--- src/rtl/pre_pkg.sv ---
// ----------------------------------------------------------------------------
// pre_pkg
// Shared types and constants for the printable run extractor: register map,
// reset values, result kinds and the controller/datapath interface structs.
// ----------------------------------------------------------------------------
package pre_pkg;

  // default for the longest held run
  localparam int MAX_MIN_LEN_DEF = 64;

  // register map, index taken from paddr[3:2]
  localparam logic [1:0] REG_MIN_LEN = 2'd0;
  localparam logic [1:0] REG_PARITY  = 2'd1;
  localparam logic [1:0] REG_BASE    = 2'd2;
  localparam logic [1:0] REG_LEN     = 2'd3;

  // register reset values
  localparam logic [6:0]  MIN_LEN_RST     = 7'd4;
  localparam logic        PARITY_RST      = 1'b0;
  localparam logic [31:0] REGION_BASE_RST = 32'h0000_0000;
  localparam logic [31:0] REGION_LEN_RST  = 32'hFFFF_FFFF;

  // printable test
  localparam logic [7:0] PARITY_MASK = 8'o200;
  localparam logic [7:0] PRINT_LO    = 8'h20;
  localparam logic [7:0] PRINT_HI    = 8'h7E;

  // result kinds
  localparam logic KIND_CHAR = 1'b0;
  localparam logic KIND_END  = 1'b1;

  // configuration view handed to the datapath
  typedef struct packed {
    logic [6:0]  min_length;
    logic        parity_ignore;
    logic        restart;     // region register written this cycle
    logic [31:0] base_val;    // region_base value after this cycle
    logic [31:0] len_val;     // region_length value after this cycle
  } pre_cfg_t;

  // controller to datapath
  typedef struct packed {
    logic accept;    // input transaction this cycle
    logic rd_issue;  // read held byte at the burst index
    logic rd_load;   // move read byte into the output register
  } pre_cmd_t;

  // datapath to controller
  typedef struct packed {
    logic burst_req; // the offered byte completes a run
    logic rd_last;   // burst index at the final held byte
    logic out_free;  // output register empty or being taken
  } pre_sts_t;

endpackage

--- src/rtl/pre_cfg.sv ---
// ----------------------------------------------------------------------------
// pre_cfg
// APB register file: min_length, parity_ignore, region_base, region_length.
// Writes to either region register restart the scan.
// ----------------------------------------------------------------------------
module pre_cfg
  import pre_pkg::*;
(
  input  logic        clk,
  input  logic        rst_n,
  input  logic        psel,
  input  logic        penable,
  input  logic        pwrite,
  input  logic [3:0]  paddr,
  input  logic [31:0] pwdata,
  output logic [31:0] prdata,
  output logic        pready,
  output pre_cfg_t    cfg
);

  logic [6:0]  min_len_r, min_len_nxt;
  logic        parity_r, parity_nxt;
  logic [31:0] base_r, base_nxt;
  logic [31:0] len_r, len_nxt;
  logic        wr;
  logic [1:0]  idx;

  assign pready = 1'b1;
  assign wr     = psel && penable && pwrite;
  assign idx    = paddr[3:2];

  // write decode
  always_comb begin
    min_len_nxt = min_len_r;
    parity_nxt  = parity_r;
    base_nxt    = base_r;
    len_nxt     = len_r;
    if (wr) begin
      unique case (idx)
        REG_MIN_LEN: min_len_nxt = pwdata[6:0];
        REG_PARITY:  parity_nxt  = pwdata[0];
        REG_BASE:    base_nxt    = pwdata;
        REG_LEN:     len_nxt     = pwdata;
        default: ;
      endcase
    end
  end

  always_ff @(posedge clk) begin
    if (!rst_n) begin
      min_len_r <= MIN_LEN_RST;
      parity_r  <= PARITY_RST;
      base_r    <= REGION_BASE_RST;
      len_r     <= REGION_LEN_RST;
    end else begin
      min_len_r <= min_len_nxt;
      parity_r  <= parity_nxt;
      base_r    <= base_nxt;
      len_r     <= len_nxt;
    end
  end

  // read mux
  always_comb begin
    unique case (idx)
      REG_MIN_LEN: prdata = {25'd0, min_len_r};
      REG_PARITY:  prdata = {31'd0, parity_r};
      REG_BASE:    prdata = base_r;
      REG_LEN:     prdata = len_r;
      default:     prdata = 32'd0;
    endcase
  end

  // view for the datapath
  assign cfg.min_length    = min_len_r;
  assign cfg.parity_ignore = parity_r;
  assign cfg.restart       = wr && ((idx == REG_BASE) || (idx == REG_LEN));
  assign cfg.base_val      = base_nxt;
  assign cfg.len_val       = len_nxt;

endmodule

--- src/rtl/pre_dp.sv ---
// ----------------------------------------------------------------------------
// pre_dp
// Datapath: printable test, run buffer memory, run and region counters,
// start offset and the output register.
// ----------------------------------------------------------------------------
module pre_dp
  import pre_pkg::*;
#(
  parameter int MAX_MIN_LEN = MAX_MIN_LEN_DEF
)
(
  input  logic        clk,
  input  logic        rst_n,
  input  pre_cfg_t    cfg,
  input  pre_cmd_t    cmd,
  output pre_sts_t    sts,
  input  logic [7:0]  in_data,
  input  logic        in_eof,
  output logic        out_valid,
  input  logic        out_ready,
  output logic        out_kind,
  output logic [7:0]  out_char,
  output logic [31:0] out_offset,
  output logic        out_last
);

  localparam int CNT_W = $clog2(MAX_MIN_LEN + 1);
  localparam int IDX_W = (MAX_MIN_LEN > 1) ? $clog2(MAX_MIN_LEN) : 1;
  localparam int CMP_W = (CNT_W > 7) ? CNT_W : 7;

  // run buffer
  logic [7:0] run_mem [MAX_MIN_LEN];
  logic [7:0] rd_data_r;

  // control state
  logic [CNT_W-1:0] run_count_r, run_count_nxt;
  logic [CNT_W-1:0] burst_len_r, burst_len_nxt;
  logic [IDX_W-1:0] rd_idx_r, rd_idx_nxt;
  logic             emitting_r, emitting_nxt;
  logic             scan_done_r, scan_done_nxt;
  logic [31:0]      byte_pos_r, byte_pos_nxt;
  logic [31:0]      bytes_left_r, bytes_left_nxt;
  logic [31:0]      start_off_r, start_off_nxt;
  logic             out_vld_r, out_vld_nxt;

  // output payload
  logic             kind_r;
  logic [7:0]       char_r;
  logic [31:0]      offset_r;
  logic             last_r;

  logic [7:0]       test_byte;
  logic             printable;
  logic             live;
  logic             take_run;
  logic             load_single;
  logic [CNT_W-1:0] cnt_inc;
  logic [CNT_W-1:0] eff_min;
  logic [CNT_W-1:0] rd_cnt_inc;

  // printable test, bit 7 optionally masked
  assign test_byte = in_data & ~(cfg.parity_ignore ? PARITY_MASK : 8'h00);
  assign printable = (test_byte >= PRINT_LO) && (test_byte <= PRINT_HI);

  // effective minimum run length, clamped to 1..MAX_MIN_LEN
  always_comb begin
    if (cfg.min_length == 7'd0) begin
      eff_min = CNT_W'(1);
    end else if (CMP_W'(cfg.min_length) > CMP_W'(MAX_MIN_LEN)) begin
      eff_min = CNT_W'(MAX_MIN_LEN);
    end else begin
      eff_min = CNT_W'(cfg.min_length);
    end
  end

  assign live        = !scan_done_r && !in_eof && (bytes_left_r != 32'd0);
  assign take_run    = live && !emitting_r && printable;
  assign cnt_inc     = run_count_r + CNT_W'(1);
  assign rd_cnt_inc  = CNT_W'(rd_idx_r) + CNT_W'(1);
  assign load_single = cmd.accept && live && emitting_r;

  assign sts.burst_req = take_run && (cnt_inc >= eff_min);
  assign sts.rd_last   = (rd_cnt_inc == burst_len_r);
  assign sts.out_free  = !out_vld_r || out_ready;

  // scan state update
  always_comb begin
    run_count_nxt  = run_count_r;
    burst_len_nxt  = burst_len_r;
    emitting_nxt   = emitting_r;
    scan_done_nxt  = scan_done_r;
    byte_pos_nxt   = byte_pos_r;
    bytes_left_nxt = bytes_left_r;
    start_off_nxt  = start_off_r;
    if (cfg.restart) begin
      run_count_nxt  = '0;
      emitting_nxt   = 1'b0;
      scan_done_nxt  = 1'b0;
      byte_pos_nxt   = cfg.base_val;
      bytes_left_nxt = cfg.len_val;
    end else if (cmd.accept && !scan_done_r) begin
      if (!live) begin
        scan_done_nxt = 1'b1;
      end else begin
        if (emitting_r) begin
          if (!printable) begin
            emitting_nxt = 1'b0;
          end
        end else if (printable) begin
          if (run_count_r == '0) begin
            start_off_nxt = byte_pos_r;
          end
          if (sts.burst_req) begin
            run_count_nxt = '0;
            burst_len_nxt = cnt_inc;
            emitting_nxt  = 1'b1;
          end else begin
            run_count_nxt = cnt_inc;
          end
        end else begin
          run_count_nxt = '0;
        end
        byte_pos_nxt   = byte_pos_r + 32'd1;
        bytes_left_nxt = bytes_left_r - 32'd1;
        if (bytes_left_r == 32'd1) begin
          scan_done_nxt = 1'b1;
        end
      end
    end
  end

  // burst read index
  always_comb begin
    rd_idx_nxt = rd_idx_r;
    if (cmd.accept && sts.burst_req) begin
      rd_idx_nxt = '0;
    end else if (cmd.rd_load && !sts.rd_last) begin
      rd_idx_nxt = IDX_W'(rd_cnt_inc);
    end
  end

  // output register valid
  always_comb begin
    out_vld_nxt = out_vld_r && !out_ready;
    if (load_single || cmd.rd_load) begin
      out_vld_nxt = 1'b1;
    end
  end

  always_ff @(posedge clk) begin
    if (!rst_n) begin
      run_count_r  <= '0;
      burst_len_r  <= '0;
      rd_idx_r     <= '0;
      emitting_r   <= 1'b0;
      scan_done_r  <= 1'b0;
      byte_pos_r   <= REGION_BASE_RST;
      bytes_left_r <= REGION_LEN_RST;
      start_off_r  <= 32'd0;
      out_vld_r    <= 1'b0;
    end else begin
      run_count_r  <= run_count_nxt;
      burst_len_r  <= burst_len_nxt;
      rd_idx_r     <= rd_idx_nxt;
      emitting_r   <= emitting_nxt;
      scan_done_r  <= scan_done_nxt;
      byte_pos_r   <= byte_pos_nxt;
      bytes_left_r <= bytes_left_nxt;
      start_off_r  <= start_off_nxt;
      out_vld_r    <= out_vld_nxt;
    end
  end

  // run buffer write and registered read
  always_ff @(posedge clk) begin
    if (cmd.accept && take_run) begin
      run_mem[run_count_r[IDX_W-1:0]] <= in_data;
    end
    if (cmd.rd_issue) begin
      rd_data_r <= run_mem[rd_idx_r];
    end
  end

  // output payload
  always_ff @(posedge clk) begin
    if (load_single) begin
      kind_r   <= printable ? KIND_CHAR : KIND_END;
      char_r   <= printable ? in_data : 8'h00;
      offset_r <= start_off_r;
      last_r   <= 1'b1;
    end else if (cmd.rd_load) begin
      kind_r   <= KIND_CHAR;
      char_r   <= rd_data_r;
      offset_r <= start_off_r;
      last_r   <= sts.rd_last;
    end
  end

  assign out_valid  = out_vld_r;
  assign out_kind   = kind_r;
  assign out_char   = char_r;
  assign out_offset = offset_r;
  assign out_last   = last_r;

endmodule

--- src/rtl/pre_ctrl.sv ---
// ----------------------------------------------------------------------------
// pre_ctrl
// Controller: takes input transactions and sequences the burst that
// releases the held bytes of a run, one read and one load per byte.
// ----------------------------------------------------------------------------
module pre_ctrl
  import pre_pkg::*;
(
  input  logic     clk,
  input  logic     rst_n,
  input  logic     in_valid,
  output logic     in_ready,
  input  pre_sts_t sts,
  output pre_cmd_t cmd
);

  localparam logic [1:0] S_IDLE = 2'd0;
  localparam logic [1:0] S_RD   = 2'd1;
  localparam logic [1:0] S_LD   = 2'd2;

  logic [1:0] state_r, state_nxt;

  assign in_ready = (state_r == S_IDLE) && sts.out_free;

  // next state and commands
  always_comb begin
    state_nxt    = state_r;
    cmd.accept   = 1'b0;
    cmd.rd_issue = 1'b0;
    cmd.rd_load  = 1'b0;
    unique case (state_r)
      S_IDLE: begin
        cmd.accept = in_valid && in_ready;
        if (cmd.accept && sts.burst_req) begin
          state_nxt = S_RD;
        end
      end
      S_RD: begin
        cmd.rd_issue = 1'b1;
        state_nxt    = S_LD;
      end
      S_LD: begin
        if (sts.out_free) begin
          cmd.rd_load = 1'b1;
          state_nxt   = sts.rd_last ? S_IDLE : S_RD;
        end
      end
      default: state_nxt = S_IDLE;
    endcase
  end

  always_ff @(posedge clk) begin
    if (!rst_n) begin
      state_r <= S_IDLE;
    end else begin
      state_r <= state_nxt;
    end
  end

endmodule

--- src/rtl/printable_run_extractor.sv ---
// A pass-through byte or end marker is loaded straight into the output register.
// Throughput: one byte per cycle while no held run is being released and the output is taken.
// A run reaching min_length releases its N held bytes, one buffer
// read and one output load per byte, with input stalled meanwhile.
// Reset (synchronous, rst_n low) clears the scan and restores register defaults;
// the run buffer is not cleared and needs no clearing pass.
// ----------------------------------------------------------------------------
// printable_run_extractor
// Scans a byte stream for runs of printable ASCII and emits each run of at
// least min_length bytes, tagged with its start offset, plus end markers.
// ----------------------------------------------------------------------------
module printable_run_extractor
  import pre_pkg::*;
#(
  parameter int MAX_MIN_LEN = MAX_MIN_LEN_DEF
)
(
  input  logic        clk,
  input  logic        rst_n,
  // input stream
  input  logic        in_tvalid,
  output logic        in_tready,
  input  logic [7:0]  in_tdata,    // [7:0] data_byte
  input  logic        in_tlast,    // end_of_file
  // result stream
  output logic        out_tvalid,
  input  logic        out_tready,
  output logic [39:0] out_tdata,   // [7:0] out_char, [39:8] string_offset
  output logic        out_tuser,   // [0] out_kind
  output logic        out_tlast,   // last_of_burst
  // configuration
  input  logic        cfg_psel,
  input  logic        cfg_penable,
  input  logic        cfg_pwrite,
  input  logic [3:0]  cfg_paddr,
  input  logic [31:0] cfg_pwdata,
  output logic [31:0] cfg_prdata,
  output logic        cfg_pready
);

  pre_cfg_t    cfg;
  pre_cmd_t    cmd;
  pre_sts_t    sts;
  logic [7:0]  res_char;
  logic [31:0] res_offset;

  // register file
  pre_cfg u_cfg (
    .clk     (clk),
    .rst_n   (rst_n),
    .psel    (cfg_psel),
    .penable (cfg_penable),
    .pwrite  (cfg_pwrite),
    .paddr   (cfg_paddr),
    .pwdata  (cfg_pwdata),
    .prdata  (cfg_prdata),
    .pready  (cfg_pready),
    .cfg     (cfg)
  );

  // controller
  pre_ctrl u_ctrl (
    .clk      (clk),
    .rst_n    (rst_n),
    .in_valid (in_tvalid),
    .in_ready (in_tready),
    .sts      (sts),
    .cmd      (cmd)
  );

  // datapath
  pre_dp #(
    .MAX_MIN_LEN (MAX_MIN_LEN)
  ) u_dp (
    .clk        (clk),
    .rst_n      (rst_n),
    .cfg        (cfg),
    .cmd        (cmd),
    .sts        (sts),
    .in_data    (in_tdata),
    .in_eof     (in_tlast),
    .out_valid  (out_tvalid),
    .out_ready  (out_tready),
    .out_kind   (out_tuser),
    .out_char   (res_char),
    .out_offset (res_offset),
    .out_last   (out_tlast)
  );

  assign out_tdata = {res_offset, res_char};

endmodule

--- config.mk ---
export PLATFORM = sky130hd
export DESIGN_NAME = printable_run_extractor
export DESIGN_NICKNAME = d
export VERILOG_FILES = /design/src/rtl/pre_pkg.sv /design/src/rtl/pre_cfg.sv /design/src/rtl/pre_dp.sv /design/src/rtl/pre_ctrl.sv /design/src/rtl/printable_run_extractor.sv
export SDC_FILE = /design/constraint.sdc
export NUM_CORES = 1
export LEC_CHECK = 0
export BUFFER_PORTS_ARGS = -buffer_cell sky130_fd_sc_hd__buf_2
export CELL_PAD_IN_SITES_DETAIL_PLACEMENT = 1
export CELL_PAD_IN_SITES_GLOBAL_PLACEMENT = 2
export CORE_ASPECT_RATIO = 0.7
export CORE_MARGIN = 1.5
export CORE_UTILIZATION = 45
export CTS_CLUSTER_SIZE = 10
export DETAILED_ROUTE_END_ITERATION = 7
export PLACE_DENSITY = 0.79
export SETUP_SLACK_MARGIN = 0.02
export SKIP_LAST_GASP = 1
export SYNTH_ARGS = -nofsm -noshare
export SYNTH_HDL_FRONTEND = slang
export SYNTH_HIERARCHICAL = 1
export SYNTH_SLANG_ARGS = --single-unit
--- constraint.sdc ---
create_clock -name clk -period 4.32 [get_ports clk]
set_clock_uncertainty 0.15 [all_clocks]
set_input_delay 0.216 -clock clk [delete_from_list [all_inputs] [get_ports clk]]
set_output_delay 0.216 -clock clk [all_outputs]
set_load 0.005 [all_outputs]
# --- Word level (Yosys, flattened, before mapping) ---
# Memory sizes are Yosys's and may differ from the RTL's. A register that Yosys moved wholly into a read port is not among the register bits.
# Cells that the tools add are included.
word_totals:
  reg_bits: 235
  in_bits: 52
  romBits: 0
  n_memories: 1
  latch_bits: 0
  wordCells: 130
  output_inout_bits: 77
  ram_bits: 512
classes:
  eq_ne: 10
  muxes: 41
  n_div: 0
  add_sub_neg: 4
  n_lt_le_gt_ge: 4
  reduce_logical: 47
  n_bitwise: 5
  n_mul: 0
  n_shift: 0
mem_list:
  columns: ["name", "words", "width", "rd", "rd_ports_with_merged_regs", "wr", "line_no", "text"]
  rows:
  - ["u_dp.run_mem", 64, 8, 1, 1, 1, "pre_dp.sv:32", "logic [7:0] run_mem [MAX_MIN_LEN];"]
ops:
  columns: ["operator", "n"]
  rows:
  - ["32-bit two-way mux", 12]
  - ["32-bit one-hot mux with 4 select lines", 1]
  - ["32-bit by 1-bit adder with 32-bit output (second input constant)", 1]
  - ["32-bit by 1-bit equality test with 1-bit output (second input constant)", 1]
  - ["8-bit two-way mux", 4]
  - ["32-bit nonzero test", 1]
  - ["32-bit by 1-bit subtractor with 32-bit output (second input constant)", 1]
  - ["7-bit two-way mux", 4]
  - ["1-bit logical AND", 19]
  - ["1-bit two-way mux", 17]
  - ["7-bit logical NOT", 2]
  - ["2-bit AND reduction", 6]
  - ["6-bit AND reduction", 2]
  - ["8-bit bitwise AND", 1]
  - ["8-bit by 6-bit >= comparator with 1-bit output (second input constant)", 1]
  - ["8-bit by 7-bit <= comparator with 1-bit output (second input constant)", 1]
  - ["8-bit inverter", 1]
  - ["6-bit by 1-bit adder with 7-bit output (second input constant)", 1]
  - ["7-bit by 1-bit adder with 7-bit output (second input constant)", 1]
  - ["7-bit equality test", 1]
  - ["7-bit >= comparator", 1]
  - ["7-bit greater-than comparator (second input constant)", 1]
  - ["2-bit equality test (second input constant)", 3]
  - ["1-bit logical NOT", 6]
  - ["11 further kinds", 22]

# --- Depth between registers and ports, before layout ---
# Gate-level depths: netlist of run 1.
depth:
  ltp_word: 10
  mapped_depth: 12
  ltp_nobuf: 11

# --- Hierarchy ---
# The synthesis of run 1 kept the hierarchy.
modules_own_cells:
  columns: ["module", "seq_area_each_um2", "area_each_um2", "n_inst", "cells_each"]
  rows:
  - ["pre_dp", 19248.5, 27731.6, 1, 1694]
  - ["pre_cfg", 1441.4, 4165.2, 1, 461]
  - ["pre_ctrl", 40.0, 131.4, 1, 13]

# --- Worst setup path after synthesis of run 1 ---
# Ideal clock, no wire load.
synth_timing:
  path_kind: "reg2reg"
  from: "reg u_dp.bytes_left_r[9]"
  to: "reg u_dp.char_r[0], in the netlist u_dp/out_char[0], enable pin"
  t_required_ps: 3631
  t_arrival_ps: 3126
  n_path_buf: 3
  setup_ps: 539
  setup_slack_ps: 505
  path_stages_with_launch: 9
  synth_period_minus_slack_ps: 3815
  path_cell_list: "dfxtp_1 > or4_4 > or4_4 > buf_6 > or4_1 > buf_2 > nand3_2 > buf_2 > nand2_1"
synth_between:
  elab_chain_cells: 5
synth_rtl:
  columns: ["element", "line_no", "text"]
  rows:
  - ["from (decl)", "pre_dp.sv:42", "logic [31:0] bytes_left_r, bytes_left_nxt;"]
  - ["from (signal assigned)", "pre_dp.sv:168", "bytes_left_r <= bytes_left_nxt;"]
  - ["32-bit nonzero test", "pre_dp.sv:76", "assign live = !scan_done_r && !in_eof && (bytes_left_r != 32'd0);"]
  - ["1-bit logical AND", "pre_dp.sv:76", null]
  - ["1-bit logical AND (2 in series)", "pre_dp.sv:80", "assign load_single = cmd.accept && live && emitting_r;"]
  - ["2-bit nonzero test (no source line)", null, null]
  - ["to (signal assigned)", "pre_dp.sv:188", "char_r <= printable ? in_data : 8'h00;"]
  - ["to (signal assigned)", "pre_dp.sv:193", "char_r <= rd_data_r;"]
  - ["to (decl)", "pre_dp.sv:48", "logic [7:0] char_r;"]
# No other way between the ends.
# A chain may end at the register's enable or synchronous reset.

==> results of run 1 <==
==> synth_stat cells (5+ instances only) <==
master      n
and4_1      6
or4_1       5
a21oi_1    62
o21ai_0    83
xnor2_1    32
edfxtp_1  561
nand3_1    69
buf_6      10
o22ai_1     6
nor3_1     37
mux2_2     23
mux2_4     28
nand4_1    16
clkbuf_1   87
a211oi_1    7
nor2_1    154
a221o_1     8
dfxtp_1   194
nor2b_1    34
xor2_1     24
nand2_1   131
buf_1      21
o211ai_1   46
and2_1      7
nand3b_1    9
or3_1      12
nor4_1     25
buf_2      24
a22o_1      8
mux4_2    145
inv_1      42
and3_1     17
nand4b_1    5
ha_1       13
nand2b_1   12
mux2i_1   126
a31oi_1     6
==> tightest hold or removal path, delay by kind of cell <==
kind	cells	cell delay (ns)
AND/OR/NAND/NOR	2	0.36
buffers and inverters	1	0.11
AO/OA/AOI/OAI	1	0.08
==> logic make-up after synthesis <==
kind of cell / synth area share, %
buffers and inverters: 2.75
AOI/OAI and AO/OA: 5.20
muxes: 16.3
and+or+nand+nor: 9.02
adders and majority gates: 0.508
xor gates and xnor gates: 1.53
DFF: 64.7
other: 0.0117
==> final timing paths <==
path / startpoint / endpoint / slack [ns]
hold reg to reg: u_dp/start_off_r[22] / u_dp/out_offset[22] / 0.28
setup reg to reg: u_dp/run_count_r[3] / u_ctrl/state_r[0] / 0.44
hold / removal: cfg_psel / u_dp/bytes_left_r[22] / 0.04
setup / recovery: u_dp/run_count_r[3] / u_ctrl/state_r[0] / 0.44
==> through the flow <==
| stage | std cells | utilization [%] |
|---|---|---|
| global route | 3375 | 52.6 |
| detailed placement | 3194 | 48.4 |
| CTS | 3375 | 52.5 |
| global placement | 3194 | 48.4 |
| finish | 3375 | 52.6 |
| floorplan | 2168 | - |
==> state kept, by name, summed over array words and instances (netlist names) <==
signal / cells
u_dp/run_mem: 512
u_cfg/base_r: 32
u_cfg/len_r: 32
u_dp/byte_pos_r: 32
u_dp/bytes_left_r: 32
u_dp/out_offset: 32
u_dp/start_off_r: 32
u_dp/out_char: 8
u_dp/rd_data_r: 8
u_cfg/min_len_r: 7
u_dp/burst_len_r: 7
u_dp/run_count_r: 7
u_dp/rd_idx_r: 6
u_ctrl/state_r: 2
u_cfg/parity_r: 1
u_dp/emitting_r: 1
u_dp/out_kind: 1
u_dp/out_last: 1
u_dp/out_valid: 1
u_dp/scan_done_r: 1
==> final cells by class <==
cell class	instances	area share, %
Inverter	43	0.438
Multi-Input combinational cell	1222	28.3
Timing Repair Buffer	269	5.14
Clock buffer	124	6.34
Sequential cell	755	56.3
Tap cell	954	3.24
Clock inverter	8	0.268
==> placed cells by master, fill, tap and decap left out, types with 25 or more instances in the layout <==
master	n
edfxtp_1	561
inv_1	41
mux2i_1	126
mux2_4	28
a21oi_1	62
mux4_2	145
clkbuf_16	88
o21ai_0	83
o211ai_1	46
buf_2	124
nor4_1	25
nor2_1	154
dfxtp_1	190
nor2b_1	34
buf_4	91
xnor2_1	32
dlygate4sd3_1	49
nand2_1	130
nor3_1	36
nand3_1	69
clkbuf_1	36
==> power by group through the flow <==
stage | clock network [uW] | logic, uW | registers (uW)
floorplan | 0 | 228 | 7980
global placement | 0 | 454 | 7990
detailed placement | 0 | 473 | 7990
CTS | 6700 | 506 | 7840
global route | 6940 | 549 | 7850
finish | 6570 | 509 | 7840
==> repair_timing <==
item                       CTS  global route
resized for setup            0             1
setup endpoints to repair    0             1
setup buffers                0             0
hold buffers                49             0
hold endpoints to repair   152             0
==> layer usage <==
layer  part of all wire (%)  vias up  GRT usage [%]
li1                       -     8732              -
met1                     49    10300           40.1
met2                     42      672           34.3
met3                    7.4      115           5.39
met4                    1.9        0           5.75
met5                      0        -              0
==> results.cfg, run 1 <==
[run_status]
status = finished, final reports clean

[grt]
grt_overflow = 0
grt_pass1_vias = 20300
antenna_found_initial = 1
grt_pass1_wl_mm = 134
grt_start_max_net_pins = 66
grt_use_total_pct = 25.1

[power]
peakVddDrop_uv = 314
powerDensity_nw_per_um2 = 405
cellLeakagePower_uw = 0.0123
switching_share_pct = 21.5
p_seq_share_pct = 52.6
p_int_uw = 11700
total_power_uw = 14900
combinationalPowerShare_pct = 3.4
p_clk_share_pct = 44.0
p_sw_uw = 3210

[synth]
synth_top_cell_area_share_pct = 52.6
synth.distinct_cells = 79
syn_area_per_cell_um2 = 14.8
ys_ff_latch = 755
synth_enable_flop_cells = 561
ys_seq_area_share_pct = 64.7
ys_warn_count = 6
ys_top_cells_by_area = edfxtp_1 (53%), dfxtp_1 (12%), mux4_2 (10%)
yosysTopAreaCell = edfxtp_1
netlist_area_um2 = 32000
ys.flop_type = edfxtp_1
synthCells = 2168
async_flop_share_pct = 0
syn-num-nets = 2233

[detailed_routing]
drcViolationCount = 0
vias_per_cell = 5.88
wirelength_mm = 89.7
routedWlPerCell_um = 26.6
dr.first_iter.drc_count = 1873
antenna_left = 0
dr_total_vias = 19900
dr.pass1.iters = 5

[timing]
timing.final.max_slew_violations = 0
slew_headroom_pct = 31.6
holdWs_ns = 0.0413
min_period_ns = 3.88
setup_viol = 0
finalHoldViolCount = 0
setup_tns_ns = 0
fin_ws_ns = 0.440
rsz0062_at_grt = no
period_share_pct = 89.8
fmax_mhz = 258
worst_pin_slew_ns = 1.03

[layout]
nets = 2442
register_area_um2 = 20700
nFillCells = 6830
antennaDiodeCount = 0
multiInputGateArea_um2 = 10400
drive_gt1_share_pct = 22.6
finalInstanceArea_um2 = 36900
syn2layout_area_growth_pct = 15.1

[placed_design]
port_buffers = 125
dpl_cell_area_um2 = 33900
place_hpwl_mm = 59.0
place_ws_ns = 0.444
gp_congestion = 0.800

[worst_setup_path]
path_delay_family = simple AND/OR/NAND/NOR gates
crit_type = flip-flop to flip-flop
required_ns = 4.69
worstPathArrival_ns = 4.25
cp-end-kind = flip-flop
cp-start-kind = flip-flop
reg2reg_depth = 11
worst-path-buf-inv = 1
crit_cells = 11
slowest_delay_ns = 0.55
crit_slowest_cell = dlygate4sd3_1
worstPathCellList = nand3_1, nor2_1, xor2_1, ha_1, and3_1, a221oi_1, o21ai_2, and4b_1, nand3b_1, a21oi_1, dlygate4sd3_1
cp_max_fo = 13

[clock_network]
clock_path_buffers = 3
cts_tree = done
cts_sinks = 755
clock_latency_ns = 0.64
cts_made_buffers = 86
clock-root-buffer = clkbuf_16
htreeDepth = 3
clk_pin_slew_ns = 0.06

[floorplan]
die_h_um = 226
core_um2 = 70100
io_pins = 129
die_w_um = 322
start_util_pct = 45.7
fp-row-count = 81
die-area_um2 = 72800

[flow_run]
max_cap_violations = 0

[worst_hold_path]
holdPathStages = 4
hold_class = input pin to flip-flop
No activity file was read; power rests on OpenSTA's default activity.
==> inputs of run 2 (changes only) <==
Settings changed: SYNTH_HIERARCHICAL 1 to unset.
Clock period 4.32 ns to 4.11 ns, I/O delays scaled along.
==> results.cfg, run 2 <==
[floorplan]
die_w_um = 316
io_pins = 129
core_um2 = 68100
start_util_pct = 45.5
die-area_um2 = 70400
die_h_um = 222
fp-row-count = 80

[worst_setup_path]
cp-end-kind = flip-flop
critical_path.most_common_cell = nand2b_1
crit_start = u_cfg.parity_r
ff2ff_setup_slack_ns = 0.40
r2r-start = u_cfg.parity_r
cp_max_fo = 10
worst-path-buf-inv = 0
worstPathArrival_ns = 3.84
slowest_delay_ns = 0.78
worstPathCellList = nand2b_1, o221a_2, nand2b_1, nor4_1, nand3_1, nor2_1
required_ns = 4.24
crit_slowest_cell = nor2_1
crit_type = flip-flop to flip-flop
cp-start-kind = flip-flop
path_delay_family = simple AND/OR/NAND/NOR gates

[timing]
period_share_pct = 90.3
setup_tns_ns = 0
holdWs_ns = 0.0679
fmax_mhz = 269
slew_headroom_pct = 23.4
setup_viol = 0
worst_pin_slew_ns = 1.14
timing.final.max_slew_violations = 0
finalHoldViolCount = 0
min_period_ns = 3.71
rsz0062_at_grt = no

[placed_design]
place_hpwl_mm = 59.3
gp_congestion = 0.853
port_buffers = 125

[detailed_routing]
wirelength_mm = 90.1
antenna_left = 0
dr_total_vias = 19500
dr.first_iter.drc_count = 1852
highest_layer = met4
dr_wl_met2_mm = 39.3
drt-met1-wl_mm = 42.0
vias_per_cell = 5.91
wl_met3_mm = 7.00
routedWlPerCell_um = 27.3
drcViolationCount = 0
dr.pass1.iters = 5

[layout]
final_util_pct = 52.9
register_area_um2 = 20700
syn2layout_area_growth_pct = 16.3
layout_commonest_cell = edfxtp_1
multiInputGateArea_um2 = 9650
nets = 2427
nFillCells = 6635
drive_gt1_share_pct = 23.2
final_cell_mix = edfxtp_1 (561), nand2_1 (290), dfxtp_1 (191)
largest_reg_flops = 512

[clock_network]
cts_resized = 0
cts_made_buffers = 86
clock_path_buffers = 3
clock_latency_ns = 0.65
post_cts_buffers = 0
clock-root-buffer = clkbuf_16
cts_sinks = 755
clk_pin_slew_ns = 0.06
htreeDepth = 3
cts_tree = done

[synth]
ys_top_cells_by_area = edfxtp_1 (54%), dfxtp_1 (13%), mux4_2 (12%)
synthTopCellsByCount = edfxtp_1 (561), nand2_1 (291), dfxtp_1 (194), mux4_2 (161), nor2_1 (112)
synth.distinct_cells = 61
synth.most_common_cell = edfxtp_1
syn-num-nets = 2184
ys.flop_type = edfxtp_1
ys_seq_area_share_pct = 67.0
synthCells = 2119
syn_area_per_cell_um2 = 14.6
yosysTopAreaCell = edfxtp_1
ys_ff_latch = 755
synth_enable_flop_cells = 561
synth_top_cell_area_share_pct = 54.4
netlist_area_um2 = 30900
ys_warn_count = 0
async_flop_share_pct = 0

[grt]
grt_use_total_pct = 26.0
grt_start_max_net_pins = 66
grt_pass1_wl_mm = 134
antenna_found_initial = 6
grt_pass1_vias = 20200
grt_overflow = 0

[flow_run]
max_cap_violations = 0

[worst_hold_path]
hold_class = input pin to flip-flop
min-delay-start = cfg_penable

[power]
cellLeakagePower_uw = 0.0118
total_power_uw = 15700
powerDensity_nw_per_um2 = 436
peakVddDrop_uv = 288

[run_status]
status = finished, final reports clean
## run 2: cell type report
class | instances | share of cell area, %
Sequential cell | 755 | 57.6
Multi-Input combinational cell | 1223 | 26.8
Clock buffer | 113 | 6.35
Timing Repair Buffer | 285 | 5.55
Tap cell | 902 | 3.14
Clock inverter | 9 | 0.355
Inverter | 11 | 0.115
Antenna cell | 6 | 0.0417
## run 2: worst min-delay path: cells and delay by family
kind	cells	cell delay, ns
buffers and inverters	1	0.11
multiplexers	1	0.08
AND/OR/NAND/NOR	4	0.44
## run 2: power breakdown
part / switching [uW] / internal, uW / total, uW / leakage (uW)
combinational: 356 / 169 / 525 / 0.00412
clock: 2990 / 3920 / 6920 / 0.00117
sequential: 46.1 / 8210 / 8260 / 0.00656
## run 2: through the flow
stage / setup slack [ns] / cell area, um2 / std cells
global placement: 0.570 / 33200 / 3139
detailed placement: 0.475 / 33200 / 3139
CTS: 0.437 / 36000 / 3298
floorplan: 0.568 / 30900 / 2119
global route: 0.279 / 36000 / 3299
finish: 0.397 / 36000 / 3304
## run 2: path summary, 6_finish.rpt
kind	cells after the start	endpoint
worst max-delay path	6	u_dp.run_mem[12][1]
worst max register to register	6	u_dp.run_mem[12][1]
worst min register to register	0	u_dp.out_offset[27]
worst min-delay path	6	u_cfg.parity_r
## run 2: logic make-up after synthesis
group / synth area share (%)
buf+inv: 1.87
simple gates: 9.95
fa+ha+maj: 0.526
compound gates: 4.79
other cells: 0.0121
xor+xnor: 1.87
flops: 67.0
mux: 14.0
## run 2: routing by layer
layer,up-vias,GRT usage (%)
li1,8533,-
met4,0,6.10
met3,131,5.77
met5,-,0
met2,658,36.9
met1,10200,40.5
## run 2: timing repair
item | CTS | global route
hold endpoints to repair | 132 | 0
setup endpoints to repair | 0 | 0
hold buffers | 37 | 0
